File: config.mk
export PLATFORM = sky130hd
export DESIGN_NAME = pinned_lru_line_cache_tags_core
export DESIGN_NICKNAME = d
export VERILOG_FILES = /design/src/rtl/plc_pkg.sv /design/src/rtl/plc_line_store.sv /design/src/rtl/plc_out_reg.sv /design/src/rtl/plc_seq.sv /design/src/rtl/pinned_lru_line_cache_tags_core.sv
export SDC_FILE = /design/constraint.sdc
export NUM_CORES = 1
export LEC_CHECK = 0
export BUFFER_PORTS_ARGS = -buffer_cell sky130_fd_sc_hd__clkbuf_2
export CAP_MARGIN = 20
export CORE_ASPECT_RATIO = 0.6
export CORE_UTILIZATION = 40
export DETAILED_ROUTE_END_ITERATION = 6
export SYNTH_ARGS = -nofsm -noshare
export SYNTH_HDL_FRONTEND = slang
export SYNTH_SLANG_ARGS = --single-unit
File: constraint.sdc
create_clock -name i_clk -period 6.89 [get_ports i_clk]
set_input_delay 0.689 -clock i_clk [delete_from_list [all_inputs] [get_ports i_clk]]
set_output_delay 0.689 -clock i_clk [all_outputs]
set_load 0.02 [all_outputs]
File: src/rtl/plc_pkg.sv
`default_nettype none

package plc_pkg;

    localparam int CACHE_LINES  = 8;
    localparam int LINE_RECORDS = 16;
    localparam int SLOT_W       = $clog2(CACHE_LINES);
    localparam int OFF_W        = $clog2(LINE_RECORDS);
    localparam int REC_W        = 24;
    localparam int LINE_W       = REC_W - OFF_W;
    localparam int NREC_W       = 25;
    localparam int CNT_W        = $clog2(LINE_RECORDS) + 1;
    localparam int STAMP_W      = 32;

    // request codes
    localparam logic [2:0] REQ_BEGIN_READ  = 3'd0;
    localparam logic [2:0] REQ_END_READ    = 3'd1;
    localparam logic [2:0] REQ_BEGIN_WRITE = 3'd2;
    localparam logic [2:0] REQ_END_WRITE   = 3'd3;
    localparam logic [2:0] REQ_PREFETCH    = 3'd4;
    localparam logic [2:0] REQ_FLUSH       = 3'd5;

    // result status codes
    localparam logic [2:0] STS_HIT       = 3'd0;
    localparam logic [2:0] STS_MISS      = 3'd1;
    localparam logic [2:0] STS_NO_FREE   = 3'd2;
    localparam logic [2:0] STS_READ_ONLY = 3'd3;
    localparam logic [2:0] STS_RANGE     = 3'd4;
    localparam logic [2:0] STS_DONE      = 3'd5;

    // line states
    localparam logic [1:0] LS_FREE  = 2'd0;
    localparam logic [1:0] LS_INUSE = 2'd1;
    localparam logic [1:0] LS_FETCH = 2'd2;

    // configuration register indexes
    localparam logic CFG_READ_ONLY   = 1'b0;
    localparam logic CFG_NUM_RECORDS = 1'b1;

    typedef logic [CACHE_LINES-1:0] t_line_vec;

    typedef struct packed {
        logic [2:0]       req_type;
        logic [REC_W-1:0] record_index;
    } t_in_word;

    typedef struct packed {
        logic [2:0]        status;
        logic [SLOT_W-1:0] slot;
        logic [OFF_W-1:0]  line_offset;
        logic              writeback_valid;
        logic [LINE_W-1:0] writeback_line;
        logic [CNT_W-1:0]  writeback_count;
        logic              fill_valid;
        logic [LINE_W-1:0] fill_line;
        logic [CNT_W-1:0]  fill_count;
        logic              fill_prefetch;
        logic              last;
    } t_out_word;

    typedef struct packed {
        logic               valid;
        logic [1:0]         state;
        logic               dirty;
        logic [LINE_W-1:0]  tag;
        logic [STAMP_W-1:0] stamp;
    } t_line_entry;

    typedef struct packed {
        logic              en;
        logic [SLOT_W-1:0] idx;
        t_line_entry       entry;
    } t_line_wr;

    // records of a line that lie inside the backing store
    function automatic logic [CNT_W-1:0] crop_count(logic [LINE_W-1:0] line,
                                                    logic [NREC_W-1:0] num);
        logic [NREC_W-1:0] start;
        logic [NREC_W-1:0] left;
        start = {1'b0, line, {OFF_W{1'b0}}};
        left  = num - start;
        if (start >= num) begin
            return '0;
        end else if (left < NREC_W'(LINE_RECORDS)) begin
            return left[CNT_W-1:0];
        end else begin
            return CNT_W'(LINE_RECORDS);
        end
    endfunction

endpackage

`default_nettype wire

File: src/rtl/plc_line_store.sv
`default_nettype none

module plc_line_store
    import plc_pkg::*;
(
    input  wire logic              i_clk,
    input  wire logic              i_rst_n,
    input  wire logic [SLOT_W-1:0] i_rd_idx,
    output t_line_entry            o_entry,
    output t_line_vec              o_dirty_vec,
    input  wire t_line_wr          i_wr
);

    t_line_entry r_line [CACHE_LINES];

    always_ff @(posedge i_clk) begin
        if (!i_rst_n) begin
            for (int i = 0; i < CACHE_LINES; i++) begin
                r_line[i] <= '0;
            end
        end else if (i_wr.en) begin
            r_line[i_wr.idx] <= i_wr.entry;
        end
    end

    assign o_entry = r_line[i_rd_idx];

    always_comb begin
        for (int i = 0; i < CACHE_LINES; i++) begin
            o_dirty_vec[i] = r_line[i].dirty;
        end
    end

endmodule

`default_nettype wire

File: src/rtl/plc_out_reg.sv
`default_nettype none

module plc_out_reg
    import plc_pkg::*;
(
    input  wire logic      i_clk,
    input  wire logic      i_rst_n,
    input  wire logic      i_push,
    input  wire t_out_word i_word,
    output logic           o_ready,
    output logic           o_valid,
    output t_out_word      o_word,
    input  wire logic      i_stall
);

    logic      r_valid;
    t_out_word r_word;

    assign o_ready = !r_valid || !i_stall;

    always_ff @(posedge i_clk) begin
        if (!i_rst_n) begin
            r_valid <= 1'b0;
        end else if (i_push) begin
            r_valid <= 1'b1;
        end else if (!i_stall) begin
            r_valid <= 1'b0;
        end
    end

    always_ff @(posedge i_clk) begin
        if (i_push) begin
            r_word <= i_word;
        end
    end

    assign o_valid = r_valid;
    assign o_word  = r_word;

endmodule

`default_nettype wire

File: src/rtl/plc_seq.sv
`default_nettype none

module plc_seq
    import plc_pkg::*;
(
    input  wire logic              i_clk,
    input  wire logic              i_rst_n,
    input  wire logic              i_in_valid,
    input  wire t_in_word          i_in_word,
    output logic                   o_in_stall,
    input  wire logic              i_read_only,
    input  wire logic [NREC_W-1:0] i_num_records,
    input  wire t_line_entry       i_entry,
    input  wire t_line_vec         i_dirty_vec,
    output logic [SLOT_W-1:0]      o_rd_idx,
    output t_line_wr               o_wr,
    input  wire logic              i_out_ready,
    output logic                   o_push,
    output t_out_word              o_res
);

    typedef enum logic [2:0] {
        S_IDLE,
        S_DECODE,
        S_SCAN,
        S_COMMIT,
        S_FLUSH,
        S_EMIT
    } t_state;

    localparam logic [SLOT_W-1:0] LAST_IDX = SLOT_W'(CACHE_LINES - 1);

    t_state             r_state;
    logic [2:0]         r_req;
    logic [REC_W-1:0]   r_rec;
    logic [SLOT_W-1:0]  r_idx;
    logic [STAMP_W-1:0] r_stamp;
    logic               r_hit;
    logic               r_vic_found;
    logic [SLOT_W-1:0]  r_vic_idx;
    logic [STAMP_W-1:0] r_vic_stamp;
    logic [LINE_W-1:0]  r_vic_tag;
    logic               r_vic_dirty;
    logic [CNT_W-1:0]   r_fill_cnt;
    t_out_word          r_res;

    t_out_word          n_res;
    logic               w_is_begin;
    logic               w_is_pre;
    logic [LINE_W-1:0]  w_line;
    logic [OFF_W-1:0]   w_off;
    logic               w_tag_eq;
    logic               w_older_free;
    logic               w_out_range;

    assign w_line     = r_rec[REC_W-1:OFF_W];
    assign w_off      = r_rec[OFF_W-1:0];
    assign w_is_pre   = (r_req == REQ_PREFETCH);
    assign w_is_begin = (r_req == REQ_BEGIN_READ) || (r_req == REQ_BEGIN_WRITE) || w_is_pre;
    assign w_out_range = {1'b0, r_rec} >= i_num_records;

    // shared scan comparator: tag match and older-free-line test
    assign w_tag_eq     = i_entry.valid && (i_entry.tag == w_line);
    assign w_older_free = (i_entry.state == LS_FREE) &&
                          (!r_vic_found || (i_entry.stamp < r_vic_stamp));

    assign o_rd_idx   = r_idx;
    assign o_in_stall = (r_state != S_IDLE);
    assign o_push     = (r_state == S_EMIT) && i_out_ready;
    assign o_res      = r_res;

    // result word and store write for the current step
    always_comb begin
        n_res      = '0;
        n_res.line_offset = w_off;
        n_res.last = 1'b1;
        o_wr       = '0;
        o_wr.idx   = r_idx;
        o_wr.entry = i_entry;
        case (r_state)
            S_DECODE: begin
                if (r_req == REQ_FLUSH) begin
                    n_res.status      = STS_DONE;
                    n_res.line_offset = '0;
                end else if (w_is_begin && w_out_range &&
                             !(r_req == REQ_BEGIN_WRITE && i_read_only)) begin
                    n_res.status = STS_RANGE;
                end else begin
                    n_res.status = STS_READ_ONLY;
                end
            end
            S_COMMIT: begin
                if (r_hit) begin
                    o_wr.en     = 1'b1;
                    n_res.slot  = r_idx;
                    if (w_is_begin) begin
                        n_res.status       = STS_HIT;
                        o_wr.entry.state   = LS_INUSE;
                        o_wr.entry.stamp   = r_stamp;
                    end else begin
                        n_res.status       = STS_DONE;
                        o_wr.entry.state   = LS_FREE;
                        o_wr.entry.dirty   = i_entry.dirty || (r_req == REQ_END_WRITE);
                    end
                end else if (!w_is_begin) begin
                    n_res.status = STS_DONE;
                end else if (!r_vic_found) begin
                    n_res.status = STS_NO_FREE;
                end else begin
                    o_wr.en          = 1'b1;
                    o_wr.idx         = r_vic_idx;
                    o_wr.entry.valid = 1'b1;
                    o_wr.entry.state = w_is_pre ? LS_FETCH : LS_INUSE;
                    o_wr.entry.dirty = 1'b0;
                    o_wr.entry.tag   = w_line;
                    o_wr.entry.stamp = r_stamp;
                    n_res.status          = STS_MISS;
                    n_res.slot            = r_vic_idx;
                    n_res.writeback_valid = r_vic_dirty;
                    if (r_vic_dirty) begin
                        n_res.writeback_line  = r_vic_tag;
                        n_res.writeback_count = crop_count(r_vic_tag, i_num_records);
                    end
                    n_res.fill_valid    = 1'b1;
                    n_res.fill_line     = w_line;
                    n_res.fill_count    = r_fill_cnt;
                    n_res.fill_prefetch = w_is_pre;
                end
            end
            S_FLUSH: begin
                n_res.status          = STS_DONE;
                n_res.slot            = r_idx;
                n_res.line_offset     = '0;
                n_res.writeback_valid = 1'b1;
                n_res.writeback_line  = i_entry.tag;
                n_res.writeback_count = crop_count(i_entry.tag, i_num_records);
                n_res.last = ((i_dirty_vec & ~(t_line_vec'(1) << r_idx)) == '0);
                o_wr.en          = i_entry.dirty;
                o_wr.entry.dirty = 1'b0;
            end
            default: begin
                n_res = r_res;
            end
        endcase
    end

    always_ff @(posedge i_clk) begin
        if (!i_rst_n) begin
            r_state     <= S_IDLE;
            r_stamp     <= '0;
            r_idx       <= '0;
            r_hit       <= 1'b0;
            r_vic_found <= 1'b0;
        end else begin
            case (r_state)
                S_IDLE: begin
                    if (i_in_valid) begin
                        r_req   <= i_in_word.req_type;
                        r_rec   <= i_in_word.record_index;
                        r_state <= S_DECODE;
                    end
                end
                S_DECODE: begin
                    r_idx       <= '0;
                    r_hit       <= 1'b0;
                    r_vic_found <= 1'b0;
                    r_fill_cnt  <= crop_count(w_line, i_num_records);
                    case (r_req)
                        REQ_BEGIN_READ, REQ_BEGIN_WRITE, REQ_PREFETCH: begin
                            if (r_req == REQ_BEGIN_WRITE && i_read_only) begin
                                r_res   <= n_res;
                                r_state <= S_EMIT;
                            end else if (w_out_range) begin
                                r_res   <= n_res;
                                r_state <= S_EMIT;
                            end else begin
                                r_stamp <= r_stamp + 1'b1;
                                r_state <= S_SCAN;
                            end
                        end
                        REQ_END_READ, REQ_END_WRITE: begin
                            if (r_req == REQ_END_WRITE && i_read_only) begin
                                r_res   <= n_res;
                                r_state <= S_EMIT;
                            end else begin
                                r_state <= S_SCAN;
                            end
                        end
                        REQ_FLUSH: begin
                            if (i_dirty_vec == '0) begin
                                r_res   <= n_res;
                                r_state <= S_EMIT;
                            end else begin
                                r_state <= S_FLUSH;
                            end
                        end
                        default: begin
                            r_state <= S_IDLE;
                        end
                    endcase
                end
                S_SCAN: begin
                    if (w_tag_eq) begin
                        r_hit   <= 1'b1;
                        r_state <= S_COMMIT;
                    end else begin
                        if (w_older_free) begin
                            r_vic_found <= 1'b1;
                            r_vic_idx   <= r_idx;
                            r_vic_stamp <= i_entry.stamp;
                            r_vic_tag   <= i_entry.tag;
                            r_vic_dirty <= i_entry.dirty;
                        end
                        if (r_idx == LAST_IDX) begin
                            r_state <= S_COMMIT;
                        end else begin
                            r_idx <= r_idx + 1'b1;
                        end
                    end
                end
                S_COMMIT: begin
                    r_res   <= n_res;
                    r_state <= S_EMIT;
                end
                S_FLUSH: begin
                    if (i_entry.dirty) begin
                        r_res   <= n_res;
                        r_state <= S_EMIT;
                    end else if (r_idx == LAST_IDX) begin
                        r_state <= S_IDLE;
                    end else begin
                        r_idx <= r_idx + 1'b1;
                    end
                end
                S_EMIT: begin
                    // hold the word until the output register has room
                    if (i_out_ready) begin
                        if (r_res.last || r_req != REQ_FLUSH || r_idx == LAST_IDX) begin
                            r_state <= S_IDLE;
                        end else begin
                            r_idx   <= r_idx + 1'b1;
                            r_state <= S_FLUSH;
                        end
                    end
                end
                default: begin
                    r_state <= S_IDLE;
                end
            endcase
        end
    end

    a_push_room: assert property (@(posedge i_clk) disable iff (!i_rst_n)
        o_push |-> i_out_ready)
        else $error("result pushed without room in output register");

    a_idle_no_write: assert property (@(posedge i_clk) disable iff (!i_rst_n)
        (r_state == S_IDLE) |-> !o_wr.en)
        else $error("line store written while idle");

    a_stamp_step: assert property (@(posedge i_clk) disable iff (!i_rst_n)
        ($past(i_rst_n) && r_stamp != $past(r_stamp)) |->
            (r_stamp == $past(r_stamp) + 1'b1))
        else $error("stamp counter moved by other than one");

    a_flush_clean: assert property (@(posedge i_clk) disable iff (!i_rst_n)
        (o_push && r_req == REQ_FLUSH && r_res.last) |-> (i_dirty_vec == '0))
        else $error("flush finished with dirty lines left");

    a_stall_busy: assert property (@(posedge i_clk) disable iff (!i_rst_n)
        (r_state == S_IDLE && i_in_valid) |=> o_in_stall)
        else $error("second word accepted while busy");

endmodule

`default_nettype wire

File: src/rtl/pinned_lru_line_cache_tags_core.sv
`default_nettype none

// Channel   Direction  Handshake                  Payload
// in        input      i_in_valid / o_in_stall    i_in_word  (req_type, record_index)
// out       output     o_out_valid / i_out_stall  o_out_word (status .. last)
// cfg       input      i_cfg_valid / o_cfg_ready  i_cfg_index, i_cfg_data
//
// An accepted request is decoded in S_DECODE. A begin or end then scans one line a cycle,
// stopping on a hit, then commits and emits its result word before the next accept.
// Rejected and out of range requests skip the scan; unknown codes return to idle with no word.
// Flush walks lines up to the last dirty one and emits one word per dirty line.
// Synchronous reset clears every line, the stamp and the config; no clearing pass follows.
// A stalled output holds one word in its register; the sequencer waits for room.

module pinned_lru_line_cache_tags_core
    import plc_pkg::*;
(
    input  wire logic              i_clk,
    input  wire logic              i_rst_n,
    input  wire logic              i_in_valid,
    input  wire t_in_word          i_in_word,
    output logic                   o_in_stall,
    output logic                   o_out_valid,
    output t_out_word              o_out_word,
    input  wire logic              i_out_stall,
    input  wire logic              i_cfg_valid,
    output logic                   o_cfg_ready,
    input  wire logic              i_cfg_index,
    input  wire logic [NREC_W-1:0] i_cfg_data
);

    logic              r_read_only;
    logic [NREC_W-1:0] r_num_records;

    t_line_entry       w_entry;
    t_line_vec         w_dirty_vec;
    logic [SLOT_W-1:0] w_rd_idx;
    t_line_wr          w_wr;
    logic              w_out_ready;
    logic              w_push;
    t_out_word         w_res;

    assign o_cfg_ready = 1'b1;

    always_ff @(posedge i_clk) begin
        if (!i_rst_n) begin
            r_read_only   <= 1'b0;
            r_num_records <= '0;
        end else if (i_cfg_valid) begin
            case (i_cfg_index)
                CFG_READ_ONLY:   r_read_only   <= i_cfg_data[0];
                CFG_NUM_RECORDS: r_num_records <= i_cfg_data;
                default: begin
                    r_read_only <= r_read_only;
                end
            endcase
        end
    end

    plc_line_store u_store (
        .i_clk       (i_clk),
        .i_rst_n     (i_rst_n),
        .i_rd_idx    (w_rd_idx),
        .o_entry     (w_entry),
        .o_dirty_vec (w_dirty_vec),
        .i_wr        (w_wr)
    );

    plc_seq u_seq (
        .i_clk         (i_clk),
        .i_rst_n       (i_rst_n),
        .i_in_valid    (i_in_valid),
        .i_in_word     (i_in_word),
        .o_in_stall    (o_in_stall),
        .i_read_only   (r_read_only),
        .i_num_records (r_num_records),
        .i_entry       (w_entry),
        .i_dirty_vec   (w_dirty_vec),
        .o_rd_idx      (w_rd_idx),
        .o_wr          (w_wr),
        .i_out_ready   (w_out_ready),
        .o_push        (w_push),
        .o_res         (w_res)
    );

    plc_out_reg u_out (
        .i_clk   (i_clk),
        .i_rst_n (i_rst_n),
        .i_push  (w_push),
        .i_word  (w_res),
        .o_ready (w_out_ready),
        .o_valid (o_out_valid),
        .o_word  (o_out_word),
        .i_stall (i_out_stall)
    );

endmodule

`default_nettype wire

# Word-level counts from Yosys, hierarchy flattened

Memory sizes are Yosys's and may differ from the RTL's. A register that Yosys moved wholly into a read port is not among the register bits.
Cells that the tools add are included.

Multiplexer cells: 81
Order comparisons: 8
Shift operators: 1
Reduce and logical (&&, ||, !) cells: 42
Add/subtract/negate cells: 5
Eq/ne operators: 28
Bitwise gates (word level): 7
Divide/modulo/power cells: 0
$mul: 0

Operator list:

| kind                                                         | number |
|---|---|
| case mux 64 bit (3 select lines)                             | 2 |
| two-way mux 64 bit                                           | 5 |
| two-way mux 53 bit                                           | 3 |
| two-way mux 60 bit                                           | 2 |
| >= comparator 24 x 25 -> 1 bit                               | 4 |
| less-than comparator 25 x 5 -> 1 bit (second input constant) | 3 |
| two-way mux 3 bit                                            | 25 |
| subtractor 25 x 24 -> 25 bit                                 | 3 |
| two-way mux 32 bit                                           | 2 |
| two-way mux 56 bit                                           | 1 |
| OR reduction 56 bit                                          | 1 |
| two-way mux 52 bit                                           | 1 |
| case mux 26 bit (2 select lines)                             | 1 |
| adder 32 x 1 -> 32 bit (second input constant)               | 1 |
| less-than comparator 32 bit                                  | 1 |
| two-way mux 27 bit                                           | 1 |
| two-way mux 25 bit                                           | 1 |
| two-way mux 5 bit                                            | 5 |
| == test 20 bit                                               | 1 |
| two-way mux 20 bit                                           | 1 |
| case mux 3 bit (6 select lines)                              | 1 |
| zero test 8 bit                                              | 2 |
| == test 3 bit (second input constant)                        | 5 |
| two-way mux 1 bit                                            | 15 |
| other kinds (37)                                             | 85 |

Bits in latches: 0
Memories kept: 1
Bits in read-only memories: 0
Register bits: 283
Word-level logic and storage cells: 211
Bits in writable memories: 448

Memories:

| memory         | depth | bits a word | read ports | clocked after memory_dff | write ports | RTL line             | text |
|---|---|---|---|---|---|---|---|
| u_store.r_line | 8     | 56          | 9          | 1                        | 8           | plc_line_store.sv:14 | `t_line_entry r_line [CACHE_LINES];` |

# Logic depth before layout (Yosys ltp)

Gate-level depths: netlist of run 1.

Word-level depth: 13
Depth in mapped cells: 18

# Cells and area by module

Synthesis of run 1 repeated with hierarchy kept, for this count alone.

Cell total of the unflattened synthesis: 2887
Area, all modules: 36264.8 um^2

Modules (own cells, without submodules):

| module                          | times used | cells an instance | area an instance (um^2) |
|---|---|---|---|
| plc_line_store                  | 1          | 1275              | 19765.2 |
| plc_seq                         | 1          | 1422              | 13436.6 |
| plc_out_reg                     | 1          | 68                | 1956.9 |
| pinned_lru_line_cache_tags_core | 1          | 122               | 1106.1 |

# Worst setup path before layout of run 1

No wires, ideal clock.

Path type: reg-to-reg
Start: register u_seq.r_rec[21]
End: register u_seq.r_res, in the netlist u_seq.o_res[0], enable pin
Cell stages (with the launch flop): 11
Setup time: 0.565 ns
Data required time: 6.325 ns
Clock period less this slack: 7.071 ns
Data arrival time: 6.506 ns
Path slack: -0.181 ns
Cell sequence: edfxtp_1 ha_1 buf_2 nand4_1 nor2_1 nand2_1 nor4_1 a21oi_1 a31oi_2 a21oi_1 nor3_1

Longest elaborated chain between the ends: 3

RTL lines:

| item                                     | RTL line       | text |
|---|---|---|
| from (decl)                              | plc_seq.sv:35  | `logic [REC_W-1:0] r_rec;` |
| from (signal assigned)                   | plc_seq.sv:159 | `r_rec <= i_in_word.record_index;` |
| >= comparator 24 x 25 -> 1 bit           | plc_seq.sv:60  | `assign w_out_range = {1'b0, r_rec} >= i_num_records;` |
| inequality test 4 x 2 -> 1 bit (no line) | n/a            |  |
| AND reduction 7 bit (no line)            | n/a            |  |
| to (signal assigned)                     | plc_seq.sv:171 | `r_res <= n_res;` |
| to (signal assigned)                     | plc_seq.sv:174 | `r_res <= n_res;` |
| to (signal assigned)                     | plc_seq.sv:183 | `r_res <= n_res;` |
| to (decl)                                | plc_seq.sv:45  | `t_out_word r_res;` |

Every way passes these cells.
A chain may end at the register's enable or synchronous reset.

==> results of run 1 <==
## synthesized netlist by cell type, drive strengths merged, types with 10 or more instances
cell	n
dfxtp	70
nor2b	27
nor4	12
nor2	544
buf	75
a21oi	98
nand3	48
and2	30
a31oi	12
nor3	28
xnor2	43
mux2	33
inv	150
clkbuf	70
edfxtp	664
a211oi	11
o21ai	92
nand2	177
mux4	104
a21o	42
nand2b	21
nand4	36
and3	20
a21boi	37
xor2	31
o31ai	11
ha	123
mux2i	73
o21a	10
## metal layers
layer	share of wire (%)	GRT usage, %	vias to the layer above
li1	-	-	10525
met1	48	37.41	12116
met2	39	30.97	1103
met3	11	6.931	122
met4	1.6	5.129	2
met5	0.23	2.032	-
## registers in the layout, indices dropped and copies added, names as in the netlist, 5 cells and up, named ones only
| register | cells |
|---|---|
| u_seq.r_rec | 24 |
| u_seq.r_vic_stamp | 32 |
| u_out.o_word | 64 |
| u_seq.o_res | 64 |
| u_seq.r_fill_cnt | 5 |
| r_num_records | 25 |
| u_store.r_line | 448 |
| u_seq.r_vic_tag | 20 |
| u_seq.r_stamp | 32 |
## worst paths after layout
kind | from | to | slack (ns) | depth (start not counted)
setup / recovery | register | u_seq.o_res[29]$_DFFE_PP_ | 1.09 | 16
hold / removal | i_in_word[12] | u_seq.r_rec[12]$_DFFE_PP_ | 0.18 | 1
setup reg to reg | register | u_seq.o_res[29]$_DFFE_PP_ | 1.09 | 16
hold reg to reg | u_seq.o_res[49]$_DFFE_PP_ | u_out.o_word[49]$_DFFE_PP_ | 0.41 | 0
## kinds of logic (layout without fill, tap and decap cells)
kind of cell	count (synthesis)	in the layout	share of synthesized area (%)
and+or+nand+nor	997	997	12.73
other	1	1	0.01057
AOI/OAI and AO/OA	390	390	7.339
DFF	734	734	60.15
muxes	210	210	9.835
adders and majority gates	126	126	4.507
buffers and inverters	297	458	3.600
xor gates and xnor gates	74	74	1.827
## cell usage in the layout, fill, tap and decap left out, drive strengths merged, types with 12 or more instances in the layout
master / n
a21boi: 37
a21o: 42
a21oi: 98
a31oi: 12
and2: 30
and3: 20
buf: 56
bufinv: 13
clkbuf: 204
clkinv: 24
dfxtp: 70
edfxtp: 664
ha: 123
inv: 157
mux2: 33
mux2i: 73
mux4: 104
nand2: 177
nand2b: 21
nand3: 48
nand4: 36
nor2: 544
nor2b: 27
nor3: 28
nor4: 12
o21ai: 92
xnor2: 43
xor2: 31
## through the flow
| stage | instances | util, % | worst slack [ns] | hold WS [ns] |
|---|---|---|---|---|
| final | 4151 | 45.51 | 1.087 | 0.1825 |
| after global routing | 4151 | 45.51 | 0.8806 | 0.1596 |
| after CTS | 4149 | 45.46 | 1.251 | 0.1461 |
| after detailed placement | 4021 | 42.62 | 1.291 | 0.4045 |
| after global placement | 4020 | 42.59 | 1.190 | 0.4039 |
| after floorplan | 2829 | - | 0.04569 | 0.4003 |
## cell type report
cell class	instances	area, sq um	area share, %
inverter	152	570.5	1.429
clock inverter	46	665.6	1.667
clock buffer	82	1827	4.574
sequential	734	21350	53.46
timing repair buffer	178	1099	2.751
multi-input combinational	1798	12970	32.48
tap	1161	1453	3.637
## power groups by stage
| stage | logic [uW] | clock network, uW | registers [uW] |
|---|---|---|---|
| floorplan | 1980 | 0 | 5410 |
| global placement | 2870 | 0 | 5490 |
| detailed placement | 2890 | 0 | 5500 |
| CTS | 2900 | 4330 | 5400 |
| global route | 3170 | 4500 | 5420 |
| finish | 2960 | 4250 | 5400 |
==> results.sh, run 1 <==
export IMPL_peakVddDrop_mv=0.1712
export IMPL_slowest_stage="nor4b_1"
export IMPL_cpMostUsedCell="a21oi_1"
export IMPL_ios=125
export IMPL_power_uw=12610
export IMPL_crit_path_max_incr_delay_ns=0.81
export IMPL_start_util_pct=40.43
export IMPL_die_h_um=232.7
export IMPL_clockBufferDepth=3
export IMPL_synthToLayoutAreaGrowth_pct=12.56
export IMPL_period_share_pct=84.22
export IMPL_htree_levels=3
export IMPL_crit_arrival_ns=6.31
export IMPL_skew_ns=0.03041
export IMPL_final_setup_tns_ns=0
export IMPL_syn_nets=3013
export IMPL_worst_pin_slew_ns=1.164
export IMPL_grt_pass1_vias=22807
export IMPL_setup_viol=0
export IMPL_pwr_share_clk_pct=33.7
export IMPL_cts_tree="built"
export IMPL_fillers=7843
export IMPL_synth_avg_cell_area_sq_um=12.54
export IMPL_grt_overflow=0
export IMPL_critPathBufInv=2
export IMPL_drive_gt1_share_pct=16.66
export IMPL_min_path_type="in2reg"
export IMPL_crit_family="simple AND/OR/NAND/NOR gates"
export IMPL_core_area_sq_mm=0.08776
export IMPL_syn_area_sq_mm=0.03548
export IMPL_slew_limit_headroom_pct=21.80
export IMPL_die_w_um=386.5
export IMPL_outcome="finished clean"
export IMPL_fp_row_count=84
export IMPL_post_cts_setup_buffer_count=0
export IMPL_p_switching_uw=3985
export IMPL_cts_inserted_buffers=70
export IMPL_grt_pass1_wl_um=155900
export IMPL_nets=3118
export IMPL_placement_cell_area_sq_mm=0.03741
export IMPL_finalWirelength_um=106700
export IMPL_vias=23868
export IMPL_yosys_top_cells_area="edfxtp_1 (56%), mux4_2 (6.6%), nor2_1 (5.8%)"
export IMPL_critPathRequiredTime_ns=7.40
export IMPL_stdcell_area_sq_mm=0.03994
export IMPL_synth_edff_count=664
export IMPL_hold_viol=0
export IMPL_clock_sinks=734
export IMPL_rsz0062_at_grt="false"
export IMPL_p_int_uw=8621
export IMPL_antenna_found_initial=3
export IMPL_cp_start_kind="register"
export IMPL_drt_initial_drc_count=2868
export IMPL_gp_congestion=0.9677
export IMPL_synth_cell_types=102
export IMPL_p_leak_uw=0.01485
export IMPL_netlist_area_leader_share_pct=56.20
export IMPL_worstSetupPathType="reg2reg"
export IMPL_clk_pin_slew_ns=0.07
export IMPL_cp_end_kind="register"
export IMPL_synthCells=2829
export IMPL_yosysWarnings=0
export IMPL_io_buffers=123
export IMPL_seqPwrFrac_pct=42.8
export IMPL_ys_ff_latch=734
export IMPL_clockRootBuffer="clkbuf_16"
export IMPL_switching_share_pct=31.61
export IMPL_wl_per_cell_um=25.70
export IMPL_power_density_mw_per_mm2=315.6
export IMPL_path_cells="buf_12 -> mux4_2 -> mux2i_2 -> inv_1 -> ha_1 -> fa_1 -> nor2b_1 -> o21a_1 -> o21ai_0 -> a211oi_1 -> a21boi_0 -> nor3b_1 -> a21oi_1 -> nor4b_1 -> nand4_2 -> a21oi_1"
export IMPL_clock_fmax_mhz=172.3
export IMPL_diodes=0
export IMPL_drc_errors=0
export IMPL_maxCapViolations=0
export IMPL_via_per_inst=5.750
export IMPL_cts_hold_buffers=0
export IMPL_place_hpwl_um=74310
export IMPL_die_area_sq_mm=0.08993
export IMPL_ant_nets=0
export IMPL_ctsResizeCount=0
export IMPL_p_comb_share_pct=23.5
export IMPL_yosysSeqAreaShare_pct=60.15
export IMPL_first_pass_iters=5
export IMPL_synth_async_reset_ratio_pct=0
export IMPL_min_period_ns=5.803
export IMPL_clkLatencyLatePin_ns=0.68
export IMPL_drv_slew=0
export IMPL_synth_ff_type="edfxtp_1"
export IMPL_post_synth_top_area_cell="edfxtp_1"
export IMPL_grt_max_degree=81
export IMPL_crit_fanout=80
export IMPL_track_usage_pct=23.67
Note: power is estimated with default switching activity, not from simulation.
==> inputs of run 2 (changes only) <==
- clock period: 6.89 -> 5.8 ns (I/O delays scaled with it)
==> run 2 against run 1 <==
Worst hold slack worse by 0.10 ns. Worst setup slack got worse by 0.59 ns. Highest routed layer is now met4. Final area increased by 0.13%. Largest power group unchanged. Fmax is 9.4% higher. Final cell count up 0.19%. Power rose by 17%. Register-to-register slack worse by 0.59 ns.
==> results.sh, run 2 (synthesis gave the netlist of run 1 again) <==
export IMPL_outcome="finished clean"
export IMPL_synthToLayoutAreaGrowth_pct=12.71
export IMPL_fp_row_count=84
export IMPL_seqPwrFrac_pct=43.4
export IMPL_critPathRequiredTime_ns=6.31
export IMPL_antenna_found_initial=1
export IMPL_ctsResizeCount=0
export IMPL_via_per_inst=5.721
export IMPL_die_area_sq_mm=0.08993
export IMPL_clk_pin_slew_ns=0.07
export IMPL_clockBufferDepth=3
export IMPL_layout_commonest_cell="edfxtp_1"
export IMPL_diodes=0
export IMPL_grt_pass1_wl_um=154200
export IMPL_skew_ns=0.03776
export IMPL_cts_hold_buffers=0
export IMPL_setup_viol=0
export IMPL_power_density_mw_per_mm2=370.3
export IMPL_p_leak_uw=0.01489
export IMPL_clockRootBuffer="clkbuf_16"
export IMPL_grt_overflow=0
export IMPL_drv_slew=0
export IMPL_p_switching_uw=4648
export IMPL_stdcell_area_sq_mm=0.03999
export IMPL_io_buffers=123
export IMPL_crit_path_max_incr_delay_ns=0.64
export IMPL_placement_cell_area_sq_mm=0.03750
export IMPL_rsz0062_at_grt="false"
export IMPL_pwr_share_clk_pct=33.1
export IMPL_min_path_type="in2reg"
export IMPL_finalWirelength_um=105700
export IMPL_track_usage_pct=23.35
export IMPL_post_cts_setup_buffer_count=0
export IMPL_grt_max_degree=65
export IMPL_largest_reg_flops=448
export IMPL_top_register="u_store.r_line"
export IMPL_gp_congestion=1.043
export IMPL_period_share_pct=91.43
export IMPL_crit_family="simple AND/OR/NAND/NOR gates"
export IMPL_first_pass_iters=6
export IMPL_worstSetupPathType="reg2reg"
export IMPL_fillers=7839
export IMPL_die_w_um=386.5
export IMPL_crit_arrival_ns=5.81
export IMPL_drive_gt1_share_pct=16.98
export IMPL_peakVddDrop_mv=0.2159
export IMPL_cp_start_kind="register"
export IMPL_p_int_uw=10160
export IMPL_vias=23794
export IMPL_maxCapViolations=0
export IMPL_clkLatencyLatePin_ns=0.67
export IMPL_final_cell_mix="edfxtp_1 (664), nor2_1 (543), nand2_1 (161)"
export IMPL_path_cells="nor2b_1 -> buf_4 -> a22oi_1 -> o21ai_1 -> ha_1 -> and3_4 -> a21boi_4 -> or3_2 -> xnor2_1 -> nand3_1 -> a2111oi_0 -> nand2_1 -> nor4b_1 -> nand4_2 -> a21oi_1"
export IMPL_ios=125
export IMPL_critPathBufInv=1
export IMPL_p_comb_share_pct=23.5
export IMPL_core_area_sq_mm=0.08776
export IMPL_preCtsSetupSlack_ns=0.6532
export IMPL_cp_end_kind="register"
export IMPL_htree_levels=3
export IMPL_ant_nets=0
export IMPL_nets=3129
export IMPL_grt_pass1_vias=23005
export IMPL_start_util_pct=40.43
export IMPL_worst_pin_slew_ns=1.107
export IMPL_clock_sinks=734
export IMPL_slowest_stage="nor2b_1"
export IMPL_place_hpwl_um=72080
export IMPL_final_setup_tns_ns=0
export IMPL_cts_tree="built"
export IMPL_cts_inserted_buffers=69
export IMPL_hold_viol=0
export IMPL_slew_limit_headroom_pct=26.21
export IMPL_crit_fanout=19
export IMPL_min_period_ns=5.303
export IMPL_drc_errors=0
export IMPL_switching_share_pct=31.39
export IMPL_wl_per_cell_um=25.42
export IMPL_drt_initial_drc_count=2526
export IMPL_die_h_um=232.7
export IMPL_clock_fmax_mhz=188.6
export IMPL_layout_setup_ws_ns=0.4971
## run 2: layer usage
layer	global-route usage (%)	up-vias	wire length, um
met5	0	-	0
met3	6.496	99	11380
met1	37.02	12009	51390
li1	-	10537	-
met2	31.10	1149	41470
met4	4.631	0	1459
## run 2: layout make-up
class | instances | area [sq um] | share of cell area [%]
clock buffer | 79 | 1804 | 4.512
clock inverter | 45 | 628.1 | 1.571
inverter | 152 | 570.5 | 1.427
multi-input combinational | 1798 | 12970 | 32.44
sequential | 734 | 21350 | 53.39
tap | 1161 | 1453 | 3.633
timing repair buffer | 190 | 1209 | 3.023
## run 2: through the flow
step	utilization [%]	hold WS [ns]	power, uW	cells
final	45.57	0.08085	14810	4159
after detailed placement	42.73	0.4045	9940	4033
after floorplan	-	0.4003	8781	2829
after global routing	45.57	0.06124	15350	4159
after CTS	45.50	0.03855	14830	4157
after global placement	42.73	0.4022	9904	4033
## run 2: path summary, 6_finish.rpt
path / to / cells past startpoint / start / slack, ns
min: u_seq.r_rec[11]$_DFFE_PP_ / 1 / i_in_word[11] / 0.08
min reg2reg: u_out.o_word[31]$_DFFE_PP_ / 0 / u_seq.o_res[31]$_DFFE_PP_ / 0.42
max: u_seq.o_res[30]$_DFFE_PP_ / 15 / register / 0.50
max reg2reg: u_seq.o_res[30]$_DFFE_PP_ / 15 / register / 0.50
## run 2: power groups by stage
stage | Clock [uW] | Sequential (uW) | Combinational [uW]
floorplan | 0 | 6430 | 2350
global placement | 0 | 6530 | 3370
detailed placement | 0 | 6540 | 3400
CTS | 4990 | 6430 | 3410
global route | 5170 | 6460 | 3730
finish | 4900 | 6430 | 3480
==> inputs of run 3 (changes only) <==
==> constraint.sdc (replaced) <==
create_clock -name i_clk -period 5.8 [get_ports i_clk]
set_input_delay 0 -clock i_clk [delete_from_list [all_inputs] [get_ports i_clk]]
set_output_delay 0 -clock i_clk [all_outputs]
set_load 0.02 [all_outputs]
==> run 3 against run 2 <==
Count of clock-buffer cells in the layout rose by 18. Register-to-register slack got worse by 0.30 ns. First-iteration DRC count rose by 3.7%. Final cell count rose by 1.5%. Combinational power rose by 1%. Final area rose by 0.92%. Worst setup slack got worse by 0.30 ns. Wire length rose by 0.75%. Global-route usage rose by 0.061 points. Critical endpoint unchanged.
==> results.sh, run 3 (synthesis gave the netlist of run 1 again) <==
export IMPL_outcome="finished clean"
export IMPL_antenna_found_initial=6
export IMPL_placed_cells=4033
export IMPL_hold_viol=0
export IMPL_cpMostUsedCell="a2111oi_0"
export IMPL_start_util_pct=40.43
export IMPL_ctsResizeCount=0
export IMPL_die_w_um=386.5
export IMPL_crit_path_max_incr_delay_ns=0.70
export IMPL_r2r_slack_ns=0.19
export IMPL_worstSetupPathType="reg2reg"
export IMPL_layout_commonest_cell="edfxtp_1"
export IMPL_r2r_cells=12
export IMPL_via_per_inst=5.725
export IMPL_hold_path_end="u_seq.r_rec[23]$_DFFE_PP_"
export IMPL_setup_viol=0
export IMPL_peakVddDrop_mv=0.2142
export IMPL_maxCapViolations=0
export IMPL_ios=125
export IMPL_place_hpwl_um=71970
export IMPL_clkLatencyLatePin_ns=0.66
export IMPL_top_register="u_store.r_line"
export IMPL_grt_max_degree=65
export IMPL_cts_tree="built"
export IMPL_htree_levels=3
export IMPL_fp_row_count=84
export IMPL_drc_errors=0
export IMPL_fillers=7819
export IMPL_die_area_sq_mm=0.08993
export IMPL_utilization_pct=45.98
export IMPL_vias=24158
export IMPL_cts_inserted_buffers=69
export IMPL_nets=3187
export IMPL_grt_pass1_vias=23061
export IMPL_min_path_type="in2reg"
export IMPL_final_cells=4220
export IMPL_clockRootBuffer="clkbuf_16"
export IMPL_min_period_ns=5.607
export IMPL_reg2reg_to="u_seq.o_res[30]$_DFFE_PP_"
export IMPL_final_cell_mix="edfxtp_1 (664), nor2_1 (543), nand2_1 (161)"
export IMPL_gp_congestion=1.044
export IMPL_cp_start_kind="register"
export IMPL_core_area_sq_mm=0.08776
export IMPL_drt_initial_drc_count=2619
export IMPL_finalWirelength_um=106500
export IMPL_clk_pin_slew_ns=0.07
export IMPL_drv_slew=0
export IMPL_post_cts_setup_buffer_count=0
export IMPL_wl_per_cell_um=25.24
export IMPL_die_h_um=232.7
export IMPL_slowest_stage="nor4b_1"
export IMPL_cp_end_kind="register"
export IMPL_seq_area_sq_mm=0.02135
export IMPL_slew_limit_headroom_pct=27.95
export IMPL_grt_pass1_wl_um=154400
export IMPL_cts_hold_buffers=57
export IMPL_ant_nets=0
export IMPL_crit_fanout=19
export IMPL_synthToLayoutAreaGrowth_pct=13.74
export IMPL_drive_gt1_share_pct=16.29
export IMPL_largest_reg_flops=448
export IMPL_path_cells="buf_4 -> mux4_2 -> mux2i_1 -> ha_1 -> nor2b_1 -> a2111oi_0 -> nand3_1 -> a2111oi_0 -> nand2_1 -> nor4b_1 -> nand4_2 -> a21oi_1"
export IMPL_period_share_pct=96.67
export IMPL_power_density_mw_per_mm2=359.2
export IMPL_track_usage_pct=23.41
export IMPL_first_pass_iters=6
export IMPL_skew_ns=0.02514
export IMPL_clock_fmax_mhz=178.4
export IMPL_min_from="i_in_word[23]"
export IMPL_worst_pin_slew_ns=1.076
export IMPL_final_setup_tns_ns=0
export IMPL_rsz0062_at_grt="false"
export IMPL_clock_sinks=734
export IMPL_clockBufferDepth=3
export IMPL_grt_overflow=0
export IMPL_io_buffers=123
export IMPL_p_leak_uw=0.01504
export IMPL_crit_arrival_ns=6.09
export IMPL_multi_input_area_sq_mm=0.01297
export IMPL_hold_depth=2
export IMPL_critPathRequiredTime_ns=6.28
## run 3: cell count changes in the layout (fill, tap and decap cells not counted), moves of 3 or more
cell	before	now
clkinv_16	4	1
clkbuf_1	6	20
dlygate4sd3_1	0	58
clkinv_2	14	10
clkbuf_8	4	7
bufinv_16	11	3
## run 3: power by group
part | internal, uW | switching (uW) | total, uW | leakage [uW]
Sequential | 6190 | 241 | 6430 | 0.00718
Clock | 2480 | 2070 | 4550 | 0.00108
Combinational | 1220 | 2290 | 3520 | 0.00677
## run 3: how the worst max path moves through the flow
| stage | depth (start not counted) | slack, ns | to | startpoint |
|---|---|---|---|---|
| 2_1_floorplan | 17 | 0.25 | u_seq.r_vic_dirty$_DFFE_PP_ | register |
| 3_3_place_gp | 12 | 0.52 | u_seq.o_res[31]$_DFFE_PP_ | register |
| 3_5_place_dp | 12 | 0.57 | u_seq.o_res[30]$_DFFE_PP_ | register |
| 4_1_cts | 12 | 0.54 | u_seq.o_res[30]$_DFFE_PP_ | register |
| 5_1_grt | 12 | 0.05 | u_seq.o_res[30]$_DFFE_PP_ | register |
| 6_report | 12 | 0.19 | u_seq.o_res[30]$_DFFE_PP_ | register |
## run 3: final cells by class
type | count | area share (%)
Antenna cell | 2 | 0.01240
Timing Repair Buffer | 248 | 4.434
Inverter | 152 | 1.414
Clock inverter | 28 | 0.7193
Multi-Input combinational cell | 1798 | 32.15
Sequential cell | 734 | 52.91
Tap cell | 1161 | 3.600
Clock buffer | 97 | 4.765
## run 3: worst max-delay path: cells and delay by family, from the launching register on
kind	cells	cell delay (ns)
AOI/OAI and AO/OA	3	1.41
muxes	2	1.12
adders and majority gates	1	0.47
DFF	1	0.59
buffers and inverters	1	0.35
and+or+nand+nor	5	1.46
## run 3: metrics by stage
stage / total power, uW / cell area [sq um] / hold slack, ns / setup WS [ns]
after floorplan: 8781 / 35490 / 0.09887 / 0.2545
after global placement: 9903 / 37500 / 0.1774 / 0.5203
after detailed placement: 9933 / 37500 / 0.1786 / 0.5666
after CTS: 14490 / 40280 / 0.005574 / 0.5445
after global routing: 15020 / 40350 / 0.04804 / 0.05149
final: 14490 / 40360 / 0.05496 / 0.1931
## run 3: metal layers
metal / wire length (um) / global-route usage, % / up-vias / part of all wire (%)
met5: 0 / 0 / - / 0
met4: 1331 / 4.482 / 0 / 1.2
met3: 11480 / 6.218 / 96 / 11
met2: 41640 / 31.23 / 1138 / 39
met1: 52050 / 37.33 / 12271 / 49
li1: - / - / 10653 / -
